===== config.mk =====
export PLATFORM = sky130hd
export DESIGN_NAME = base64url_stream_encoder_flat
export DESIGN_NICKNAME = d
export VERILOG_FILES = /design/src/hw/rtl/b64u_pkg.sv /design/src/hw/rtl/b64u_if.sv /design/src/hw/rtl/b64u_char_fifo.sv /design/src/hw/rtl/base64url_stream_encoder.sv /design/src/flat_wrapper.sv
export SDC_FILE = /design/constraint.sdc
export NUM_CORES = 1
export LEC_CHECK = 0
export BUFFER_PORTS_ARGS = -buffer_cell sky130_fd_sc_hd__buf_2
export CAP_MARGIN = 20
export CORE_ASPECT_RATIO = 1.5
export CORE_MARGIN = 10
export CORE_UTILIZATION = 35
export DETAILED_ROUTE_END_ITERATION = 7
export HOLD_SLACK_MARGIN = 0.05
export PLACE_DENSITY = 0.58
export SKIP_LAST_GASP = 1
export SLEW_MARGIN = 20
export SYNTH_ARGS = -nofsm -noshare
export SYNTH_HDL_FRONTEND = slang
export SYNTH_SLANG_ARGS = --single-unit

===== constraint.sdc =====
create_clock -name clk -period 3.92 [get_ports clk]
set_clock_uncertainty 0.15 [all_clocks]
set_input_delay 0.784 -clock clk [delete_from_list [all_inputs] [get_ports clk]]
set_output_delay 0.784 -clock clk [all_outputs]
set_load 0.02 [all_outputs]

===== src/hw/rtl/b64u_pkg.sv =====
// ----------------------------------------------------------------------------
// b64u_pkg
// Shared types, constants and the alphabet lookup for the base64url encoder.
// ----------------------------------------------------------------------------
`default_nettype none

package b64u_pkg;

  // Character queue sizing: room for two items' worth of characters
  localparam int unsigned FIFO_DEPTH = 4;
  localparam int unsigned FIFO_AW    = $clog2(FIFO_DEPTH);
  localparam int unsigned FIFO_CW    = $clog2(FIFO_DEPTH + 1);

  // Six-bit digit mask
  localparam logic [5:0] SIX_BIT_MASK = 6'h3F;

  // Position within a three-byte group, one-hot
  typedef enum logic [2:0] {
    PH_0 = 3'b001,
    PH_1 = 3'b010,
    PH_2 = 3'b100
  } phase_t;

  // One output character and its end marker
  typedef struct packed {
    logic [6:0] char_code;
    logic       end_of_text;
  } char_t;

  // Characters produced by one byte, handed to the queue
  typedef struct packed {
    logic  push;   // at least one character
    logic  two;    // second character present
    char_t c0;
    char_t c1;
  } push_t;

  // Alphabet: A-Z, a-z, 0-9, '-', '_'
  function automatic logic [6:0] b64u_char(input logic [5:0] digit);
    logic [7:0] code;
    code = 8'd0;
    if (digit < 6'd26) begin
      code = 8'd65 + {2'b00, digit};
    end else if (digit < 6'd52) begin
      code = 8'd71 + {2'b00, digit};          // 'a' - 26
    end else if (digit < 6'd62) begin
      code = {2'b00, digit} - 8'd4;           // '0' - 52
    end else if (digit == 6'd62) begin
      code = 8'd45;                           // '-'
    end else begin
      code = 8'd95;                           // '_'
    end
    return code[6:0];
  endfunction

endpackage

`default_nettype wire


===== src/hw/rtl/b64u_if.sv =====
// ----------------------------------------------------------------------------
// b64u_in_if / b64u_out_if
// Valid/ready channels for raw bytes in and base64url characters out.
// ----------------------------------------------------------------------------
`default_nettype none

interface b64u_in_if;
  logic       valid;
  logic       ready;
  logic [7:0] data_byte;
  logic       final_byte;

  modport source (output valid, output data_byte, output final_byte, input ready);
  modport sink   (input valid, input data_byte, input final_byte, output ready);
endinterface

interface b64u_out_if;
  logic       valid;
  logic       ready;
  logic [6:0] char_code;
  logic       end_of_text;

  modport source (output valid, output char_code, output end_of_text, input ready);
  modport sink   (input valid, input char_code, input end_of_text, output ready);
endinterface

`default_nettype wire


===== src/hw/rtl/b64u_char_fifo.sv =====
// ----------------------------------------------------------------------------
// b64u_char_fifo
// Small character queue: takes one or two characters per cycle, gives one.
// ----------------------------------------------------------------------------
`default_nettype none

module b64u_char_fifo (
  input  wire logic             clk,
  input  wire logic             rst_n,
  input  wire b64u_pkg::push_t  push_in,
  output logic                  room_two,
  output logic                  out_valid,
  input  wire logic             out_ready,
  output b64u_pkg::char_t       out_char
);

  b64u_pkg::char_t                   mem_r [b64u_pkg::FIFO_DEPTH];
  logic [b64u_pkg::FIFO_AW-1:0]      wr_ptr_r, wr_ptr_nxt;
  logic [b64u_pkg::FIFO_AW-1:0]      rd_ptr_r, rd_ptr_nxt;
  logic [b64u_pkg::FIFO_CW-1:0]      count_r, count_nxt;
  logic [b64u_pkg::FIFO_AW-1:0]      wr_ptr_p1;
  logic [b64u_pkg::FIFO_CW-1:0]      n_push;
  logic                              pop;

  // Flags
  assign out_valid = (count_r != '0);
  assign room_two  = (count_r <= b64u_pkg::FIFO_CW'(b64u_pkg::FIFO_DEPTH - 2));
  assign out_char  = mem_r[rd_ptr_r];
  assign pop       = out_valid && out_ready;
  assign wr_ptr_p1 = wr_ptr_r + b64u_pkg::FIFO_AW'(1);

  // Pointer and count update
  always_comb begin
    n_push = '0;
    if (push_in.push) begin
      n_push = push_in.two ? b64u_pkg::FIFO_CW'(2) : b64u_pkg::FIFO_CW'(1);
    end
    wr_ptr_nxt = wr_ptr_r + n_push[b64u_pkg::FIFO_AW-1:0];
    rd_ptr_nxt = rd_ptr_r + {{(b64u_pkg::FIFO_AW-1){1'b0}}, pop};
    count_nxt  = count_r + n_push - {{(b64u_pkg::FIFO_CW-1){1'b0}}, pop};
  end

  always_ff @(posedge clk) begin
    if (!rst_n) begin
      wr_ptr_r <= '0;
      rd_ptr_r <= '0;
      count_r  <= '0;
    end else begin
      wr_ptr_r <= wr_ptr_nxt;
      rd_ptr_r <= rd_ptr_nxt;
      count_r  <= count_nxt;
    end
  end

  // Storage, no reset needed
  always_ff @(posedge clk) begin
    if (push_in.push) begin
      mem_r[wr_ptr_r] <= push_in.c0;
      if (push_in.two) begin
        mem_r[wr_ptr_p1] <= push_in.c1;
      end
    end
  end

endmodule

`default_nettype wire


===== src/hw/rtl/base64url_stream_encoder.sv =====
// Queueing: an accepted byte's characters are queued behind any still waiting.
// Throughput: one byte per cycle while the output is taken every cycle and
//   bytes give one character each; a byte giving two characters is drained
//   one character at a time through the single-character result port.
// Reset: synchronous, active low; group phase and leftover bits clear, queue empties.
// ----------------------------------------------------------------------------
// base64url_stream_encoder
// Unpadded base64url encoder: one byte per input item, characters out.
// ----------------------------------------------------------------------------
`default_nettype none

module base64url_stream_encoder (
  input  wire logic   clk,
  input  wire logic   rst_n,
  b64u_in_if.sink     in_bus,
  b64u_out_if.source  out_bus
);

  b64u_pkg::phase_t  phase_r, phase_nxt;
  logic [3:0]        left_r, left_nxt;
  logic              room_two;
  logic              accept;
  logic [5:0]        dig0, dig1;
  logic              two;
  logic              last1;
  b64u_pkg::push_t   push;
  b64u_pkg::char_t   head;
  logic [7:0]        b;
  logic              fin;

  assign in_bus.ready = room_two;
  assign accept       = in_bus.valid && room_two;
  assign b            = in_bus.data_byte;
  assign fin          = in_bus.final_byte;

  // Split the byte into six-bit digits for the current group phase
  always_comb begin
    dig0      = b[7:2];
    dig1      = {b[1:0], 4'b0000};
    two       = fin;
    last1     = fin;
    phase_nxt = fin ? b64u_pkg::PH_0 : b64u_pkg::PH_1;
    left_nxt  = fin ? 4'd0 : {2'b00, b[1:0]};
    unique case (phase_r)
      b64u_pkg::PH_1: begin
        dig0      = {left_r[1:0], b[7:4]};
        dig1      = {b[3:0], 2'b00};
        phase_nxt = fin ? b64u_pkg::PH_0 : b64u_pkg::PH_2;
        left_nxt  = fin ? 4'd0 : b[3:0];
      end
      b64u_pkg::PH_2: begin
        dig0      = {left_r, b[7:6]};
        dig1      = b[5:0] & b64u_pkg::SIX_BIT_MASK;
        two       = 1'b1;
        phase_nxt = b64u_pkg::PH_0;
        left_nxt  = 4'd0;
      end
      default: begin
        // phase 0, also any stray code
      end
    endcase
  end

  // Characters for the queue
  always_comb begin
    push.push           = accept;
    push.two            = two;
    push.c0.char_code   = b64u_pkg::b64u_char(dig0);
    push.c0.end_of_text = 1'b0;
    push.c1.char_code   = b64u_pkg::b64u_char(dig1);
    push.c1.end_of_text = last1;
  end

  // Group state
  always_ff @(posedge clk) begin
    if (!rst_n) begin
      phase_r <= b64u_pkg::PH_0;
      left_r  <= 4'd0;
    end else if (accept) begin
      phase_r <= phase_nxt;
      left_r  <= left_nxt;
    end
  end

  b64u_char_fifo u_fifo (
    .clk       (clk),
    .rst_n     (rst_n),
    .push_in   (push),
    .room_two  (room_two),
    .out_valid (out_bus.valid),
    .out_ready (out_bus.ready),
    .out_char  (head)
  );

  assign out_bus.char_code   = head.char_code;
  assign out_bus.end_of_text = head.end_of_text;

endmodule

`default_nettype wire


===== src/flat_wrapper.sv =====
// flat-port wrapper written by rule: the top's interface ports become plain ports
module base64url_stream_encoder_flat 
  (clk, rst_n, in_bus_valid, in_bus_data_byte, in_bus_final_byte, in_bus_ready, out_bus_valid, out_bus_char_code, out_bus_end_of_text, out_bus_ready);
  b64u_in_if in_bus_i ();
  b64u_out_if out_bus_i ();
  input  wire logic clk;
  input  wire logic rst_n;
  input wire logic [$bits(in_bus_i.valid)-1:0] in_bus_valid;
  input wire logic [$bits(in_bus_i.data_byte)-1:0] in_bus_data_byte;
  input wire logic [$bits(in_bus_i.final_byte)-1:0] in_bus_final_byte;
  output wire logic [$bits(in_bus_i.ready)-1:0] in_bus_ready;
  output wire logic [$bits(out_bus_i.valid)-1:0] out_bus_valid;
  output wire logic [$bits(out_bus_i.char_code)-1:0] out_bus_char_code;
  output wire logic [$bits(out_bus_i.end_of_text)-1:0] out_bus_end_of_text;
  input wire logic [$bits(out_bus_i.ready)-1:0] out_bus_ready;
  assign in_bus_i.valid = in_bus_valid;
  assign in_bus_i.data_byte = in_bus_data_byte;
  assign in_bus_i.final_byte = in_bus_final_byte;
  assign in_bus_ready = in_bus_i.ready;
  assign out_bus_valid = out_bus_i.valid;
  assign out_bus_char_code = out_bus_i.char_code;
  assign out_bus_end_of_text = out_bus_i.end_of_text;
  assign out_bus_i.ready = out_bus_ready;
  base64url_stream_encoder u_core (.clk(clk), .rst_n(rst_n), .in_bus(in_bus_i), .out_bus(out_bus_i));
endmodule

* After elaboration in Yosys (flattened, before gate mapping)
Memory sizes are Yosys's and may differ from the RTL's. A register that Yosys moved wholly into a read port is not among the register bits. Index checks and enable logic that the tools add are counted.
Operators by class: muxes and demuxes 25, $lt $le $gt $ge 7, reductions and logical operators 3, eq/ne operators 4, add/sub/neg operators 11
Operators with widths (count):
- $mux 7 | 8
- $add 7x6->7 const A | 4
- $lt 6x6->1 const B | 4
- $pmux 6 s2 | 2
- $sub 6x3->7 const B | 2
- $eq 6x6->1 const B | 2
- $lt 6x5->1 const B | 2
- $mux 2 | 5
- $pmux 4 s2 | 1
- $mux 1 | 6
- $pmux 3 s2 | 1
- $mux 4 | 1
- $add 3x3->3 | 1
- $eq 3x2->1 const B | 1
- $eq 3x3->1 const B | 1
- $le 3x2->1 const B | 1
- $mux 3 | 1
- $reduce_bool 3->1 | 1
- $sub 3x1->3 | 1
- $add 2x1->2 | 1
- $add 2x1->2 const B | 1
- $add 2x2->2 | 1
- $logic_and 1x1->1 | 2
Word-level totals: logic and storage cells 56, output and inout port bits 10, memories 1, RAM bits 32, flip-flop bits (word level) 14, input bits 13
Memories:
- u_core.u_fifo.mem_r | depth 4, width 8, rd ports 1, clocked after memory_dff 1, write ports 2, RTL line b64u_char_fifo.sv:17 | b64u_pkg::char_t mem_r [b64u_pkg::FIFO_DEPTH];

* Depth between registers and ports, before layout
depth after elaboration 7, gate-level depth with buffers 14, depth with buffers taken out 12

* Hierarchy
A second synthesis with hierarchy kept.
Second synthesis, totals: cell total of the unflattened synthesis 344, area, all modules 3618.5 um^2
Modules (own cells, without submodules):
- b64u_char_fifo | times used 1, cells each 128, seq. area each 1101.1 um^2, area an instance 2054.5 um^2
- base64url_stream_encoder | times used 1, cells each 216, seq. area each 140.1 um^2, area an instance 1564.0 um^2

* Least setup slack after synthesis
Ideal clock, no wire load.
kind in2reg, start point in in_bus_data_byte[2], end point mem u_core.u_fifo.mem_r[1][4] (netlist name), data pin, path buffers 2, library setup time 0.288 ns, stages on the path 12, path slack 0.888 ns, data arrival time 2.594 ns, data required time 3.482 ns, cells stage by stage clkbuf_1 -> nand2_1 -> nand2_1 -> nand2_1 -> inv_1 -> ha_1 -> a21oi_1 -> o21a_1 -> buf_4 -> a32o_1 -> a211oi_2 -> mux2i_1
RTL lines:
- from (decl) | RTL line flat_wrapper.sv:9 | input wire logic [$bits(in_bus_i.data_byte)-1:0] in_bus_data_byte;
- to (decl) | RTL line b64u_char_fifo.sv:17

==> results.yml <==
run_status:
  status: "finished, final reports clean"
final_layout:
  antenna_cells: 0
  multiInputGateArea_sq_um: 2080
  syn_to_final_growth_pct: 10.6
  final_cell_mix: "edfxtp_1 (32), mux2i_1 (25), buf_2 (22)"
  seqCellArea_sq_um: 1240
  fill_cells: 953
  nNetsFinal: 383
  layout_commonest_cell: "edfxtp_1"
  stdcell_area_sq_um: 3900
  finalNonFillerCells: 472
  drive_gt1_share_pct: 23.0
setup_path:
  cp.required_ps: 3900
  cp_common_cell: "nand2_1"
  reg2reg_to: "u_core.u_fifo.mem_r[0][6]"
  cp_slowest_cell: "dfxtp_1"
  cp-end-kind: "flip-flop"
  critPathLaunchType: "flip-flop"
  cp_top_family: "compound AO/OA/AOI/OAI gates"
  cp.arrival_ps: 3240
  reg2reg_depth: 11
  cp_cell_sequence: "buf_4 -> nand3b_1 -> nand2_1 -> nand2_1 -> inv_1 -> ha_1 -> a21oi_1 -> o21a_1 -> mux2_1 -> o32a_1 -> mux2i_1"
  crit_path_max_incr_delay_ps: 480
  critPathMaxFanout: 21
  path_buf_inv: 2
  r2r_setup_slack_ps: 660
  rr_startpoint: "u_core.phase_r[2]"
  path_class: "reg2reg"
place:
  placed_cell_area_sq_um: 3710
  place_congestion: 0.791
  hpwl_um: 6060
  place_inst: 464
  port_buffers: 22
grt:
  antenna_found_initial: 0
  busiest_layer: "met2"
  grt_max_degree: 24
  grt_overflow: 0
  grt_pass1_wl_um: 13400
  grt_use_met3_pct: 1.74
  met1_usage_pct: 13.1
  met2_usage_pct: 20.8
  grt.total_usage_pct: 11.6
  grt_pass1_vias: 2696
clock_tree:
  tritoncts.num_buffers: 5
  h-tree-depth: 2
  clock_latency_ps: 290
  cts_setup_buffers: 0
  ctsHoldBuffers: 0
  cts_resized: 0
  cts_root_buf: "clkbuf_16"
  clkSinkCount: 46
  clk_pin_slew_ps: 70
  cts_max_path_buffers: 2
  cts_tree: "yes"
synth:
  synth_top_family_by_area: "compound AO/OA/AOI/OAI gates"
  synth-xor-area-share_pct: 1.24
  ys_async_sr_fraction_pct: 0
  yosysWarningCount: 0
  ys_ff_latch: 46
  syn_avg_cell_area_sq_um: 10.4
  synth_seq_area_share_pct: 35.2
  ys_types: 67
  synth_flop_cell: "edfxtp_1"
  synth-compound-area-share_pct: 23.4
  synth_fp_nets: 366
  syn_area_sq_um: 3520
  synth-simple-area-share_pct: 16.4
  synthAdderAreaFrac_pct: 5.18
  synth-edff-count: 32
  synthMuxAreaShare_pct: 12.9
  netlist_instances: 339
drt:
  firstDrtPassIters: 6
  antenna_left: 0
  vias: 2620
  drt-total-wl_um: 7970
  wl_per_cell_um: 16.9
  drtIter0Drc: 161
  drc_errors: 0
  vias_per_cell: 5.55
die:
  core_area_sq_um: 9740
  die_area_sq_um: 14600
  die_w_um: 102
  io_pins: 23
  row_count: 44
  die_h_um: 143
  initial_core_util_pct: 36.2
sta:
  fmax_mhz: 307
  timing.slew.headroom_pct: 39.7
  rsz0062_at_grt: "false"
  period_needed_ps: 3260
  slew_violations: 0
  finalHoldViolCount: 0
  tightest_slew_ps: 900
  final-setup-viol-count: 0
  fin_setup_tns_ps: 0
  fin_crit_sh_pct: 83.2
pwr:
  p_per_area_nw_per_um2: 508
  peakVddDrop_v: 0.000216
  leakage_nw: 1.31
worst_hold_path:
  hold_class: "reg2reg"
  holdCritStartpoint: "u_core.left_r[2]"
  holdPathEnd: "u_core.left_r[2]"
  hold_path_depth: 2
flow_run:
  cap_violations: 0
==> cell usage after synthesis (4+ instances only) <==
| master | count | area share [%] |
|---|---|---|
| a21boi_0 | 4 | 0.85 |
| a21oi_1 | 16 | 2.3 |
| a22oi_1 | 6 | 1.3 |
| and2_1 | 9 | 1.6 |
| buf_2 | 4 | 0.57 |
| buf_4 | 7 | 1.5 |
| buf_6 | 4 | 1.3 |
| clkbuf_1 | 6 | 0.64 |
| dfxtp_1 | 14 | 8.0 |
| edfxtp_1 | 32 | 27 |
| ha_1 | 13 | 4.6 |
| inv_1 | 12 | 1.3 |
| mux2i_1 | 25 | 7.1 |
| mux4_2 | 8 | 5.1 |
| nand2_1 | 20 | 2.1 |
| nand2b_1 | 9 | 1.6 |
| nand3_1 | 9 | 1.3 |
| nor2_1 | 20 | 2.1 |
| nor2b_1 | 12 | 2.1 |
| nor3_1 | 18 | 2.6 |
| nor3_2 | 4 | 1.1 |
| o211ai_1 | 4 | 0.85 |
| o21ai_1 | 6 | 0.85 |
| o21ai_2 | 6 | 1.5 |
| o22a_1 | 4 | 0.99 |
| o311ai_4 | 4 | 3.0 |
| o31ai_1 | 5 | 1.1 |
==> worst register-to-register path: stages (launching register included) <==
cell	delay, ps
dfxtp_1	480
buf_4	380
nand3b_1	170
nand2_1	60
nand2_1	170
inv_1	70
ha_1	240
a21oi_1	140
o21a_1	340
mux2_1	370
o32a_1	350
mux2i_1	180
==> cell families (layout without fill, tap and decap cells) <==
kind of cell,after synthesis,count (layout)
xor+xnor,5,5
buf+inv,37,55
flops,46,46
mux,35,35
fa+ha+maj,14,14
simple gates,109,109
compound gates,93,93
==> metal layers <==
layer	share of wire, %	wire length, um	up-vias
met3	1.9	154	11
li1	-	-	1320
met1	44	3490	1253
met2	52	4160	36
met5	0	0	-
met4	2.1	170	0
==> sequential cells by signal, summed over array words and instances (netlist names) <==
name / cells
u_core.left_r: 4
u_core.phase_r: 3
u_core.u_fifo.count_r: 3
u_core.u_fifo.mem_r: 32
u_core.u_fifo.rd_ptr_r: 2
u_core.u_fifo.wr_ptr_r: 2
==> layout make-up <==
cell class	instances	area share (%)
clock buffers	5	3.21
clock inverters	3	1.64
inverters	15	1.44
multi-input cells	256	53.4
flip-flops and latches	46	31.8
well taps	115	3.69
repair buffers	32	4.75
==> stage by stage <==
stage	utilization, %	hold slack [ps]	setup WS (ps)	power [mW]
floorplan	-	292	888	1.28
global placement	38.1	302	618	1.44
detailed placement	38.1	309	533	1.46
CTS	40.0	318	663	2.00
global route	40.0	354	412	2.10
finish	40.0	318	658	1.98
==> power breakdown <==
group          internal, mW  switching (mW)
sequential            0.633          0.0680
combinational         0.316           0.424
clock                 0.363           0.175
total                  1.31           0.666
==> how the worst max path moves through the flow <==
| stage | from | to | slack, ps | depth (start not counted) |
|---|---|---|---|---|
| 6_report | u_core.phase_r[2] | u_core.u_fifo.mem_r[0][6] | 660 | 11 |
| 5_1_grt | u_core.phase_r[2] | u_core.u_fifo.mem_r[2][6] | 410 | 11 |
| 4_1_cts | u_core.phase_r[2] | u_core.u_fifo.mem_r[0][6] | 660 | 11 |
| 3_5_place_dp | in_bus_data_byte[1] | u_core.u_fifo.mem_r[3][4] | 530 | 9 |
| 3_3_place_gp | in_bus_data_byte[1] | u_core.u_fifo.mem_r[3][4] | 620 | 9 |
| 2_1_floorplan | in_bus_data_byte[2] | u_core.u_fifo.mem_r[1][4] | 890 | 12 |
(Power assumes the default switching activity.)
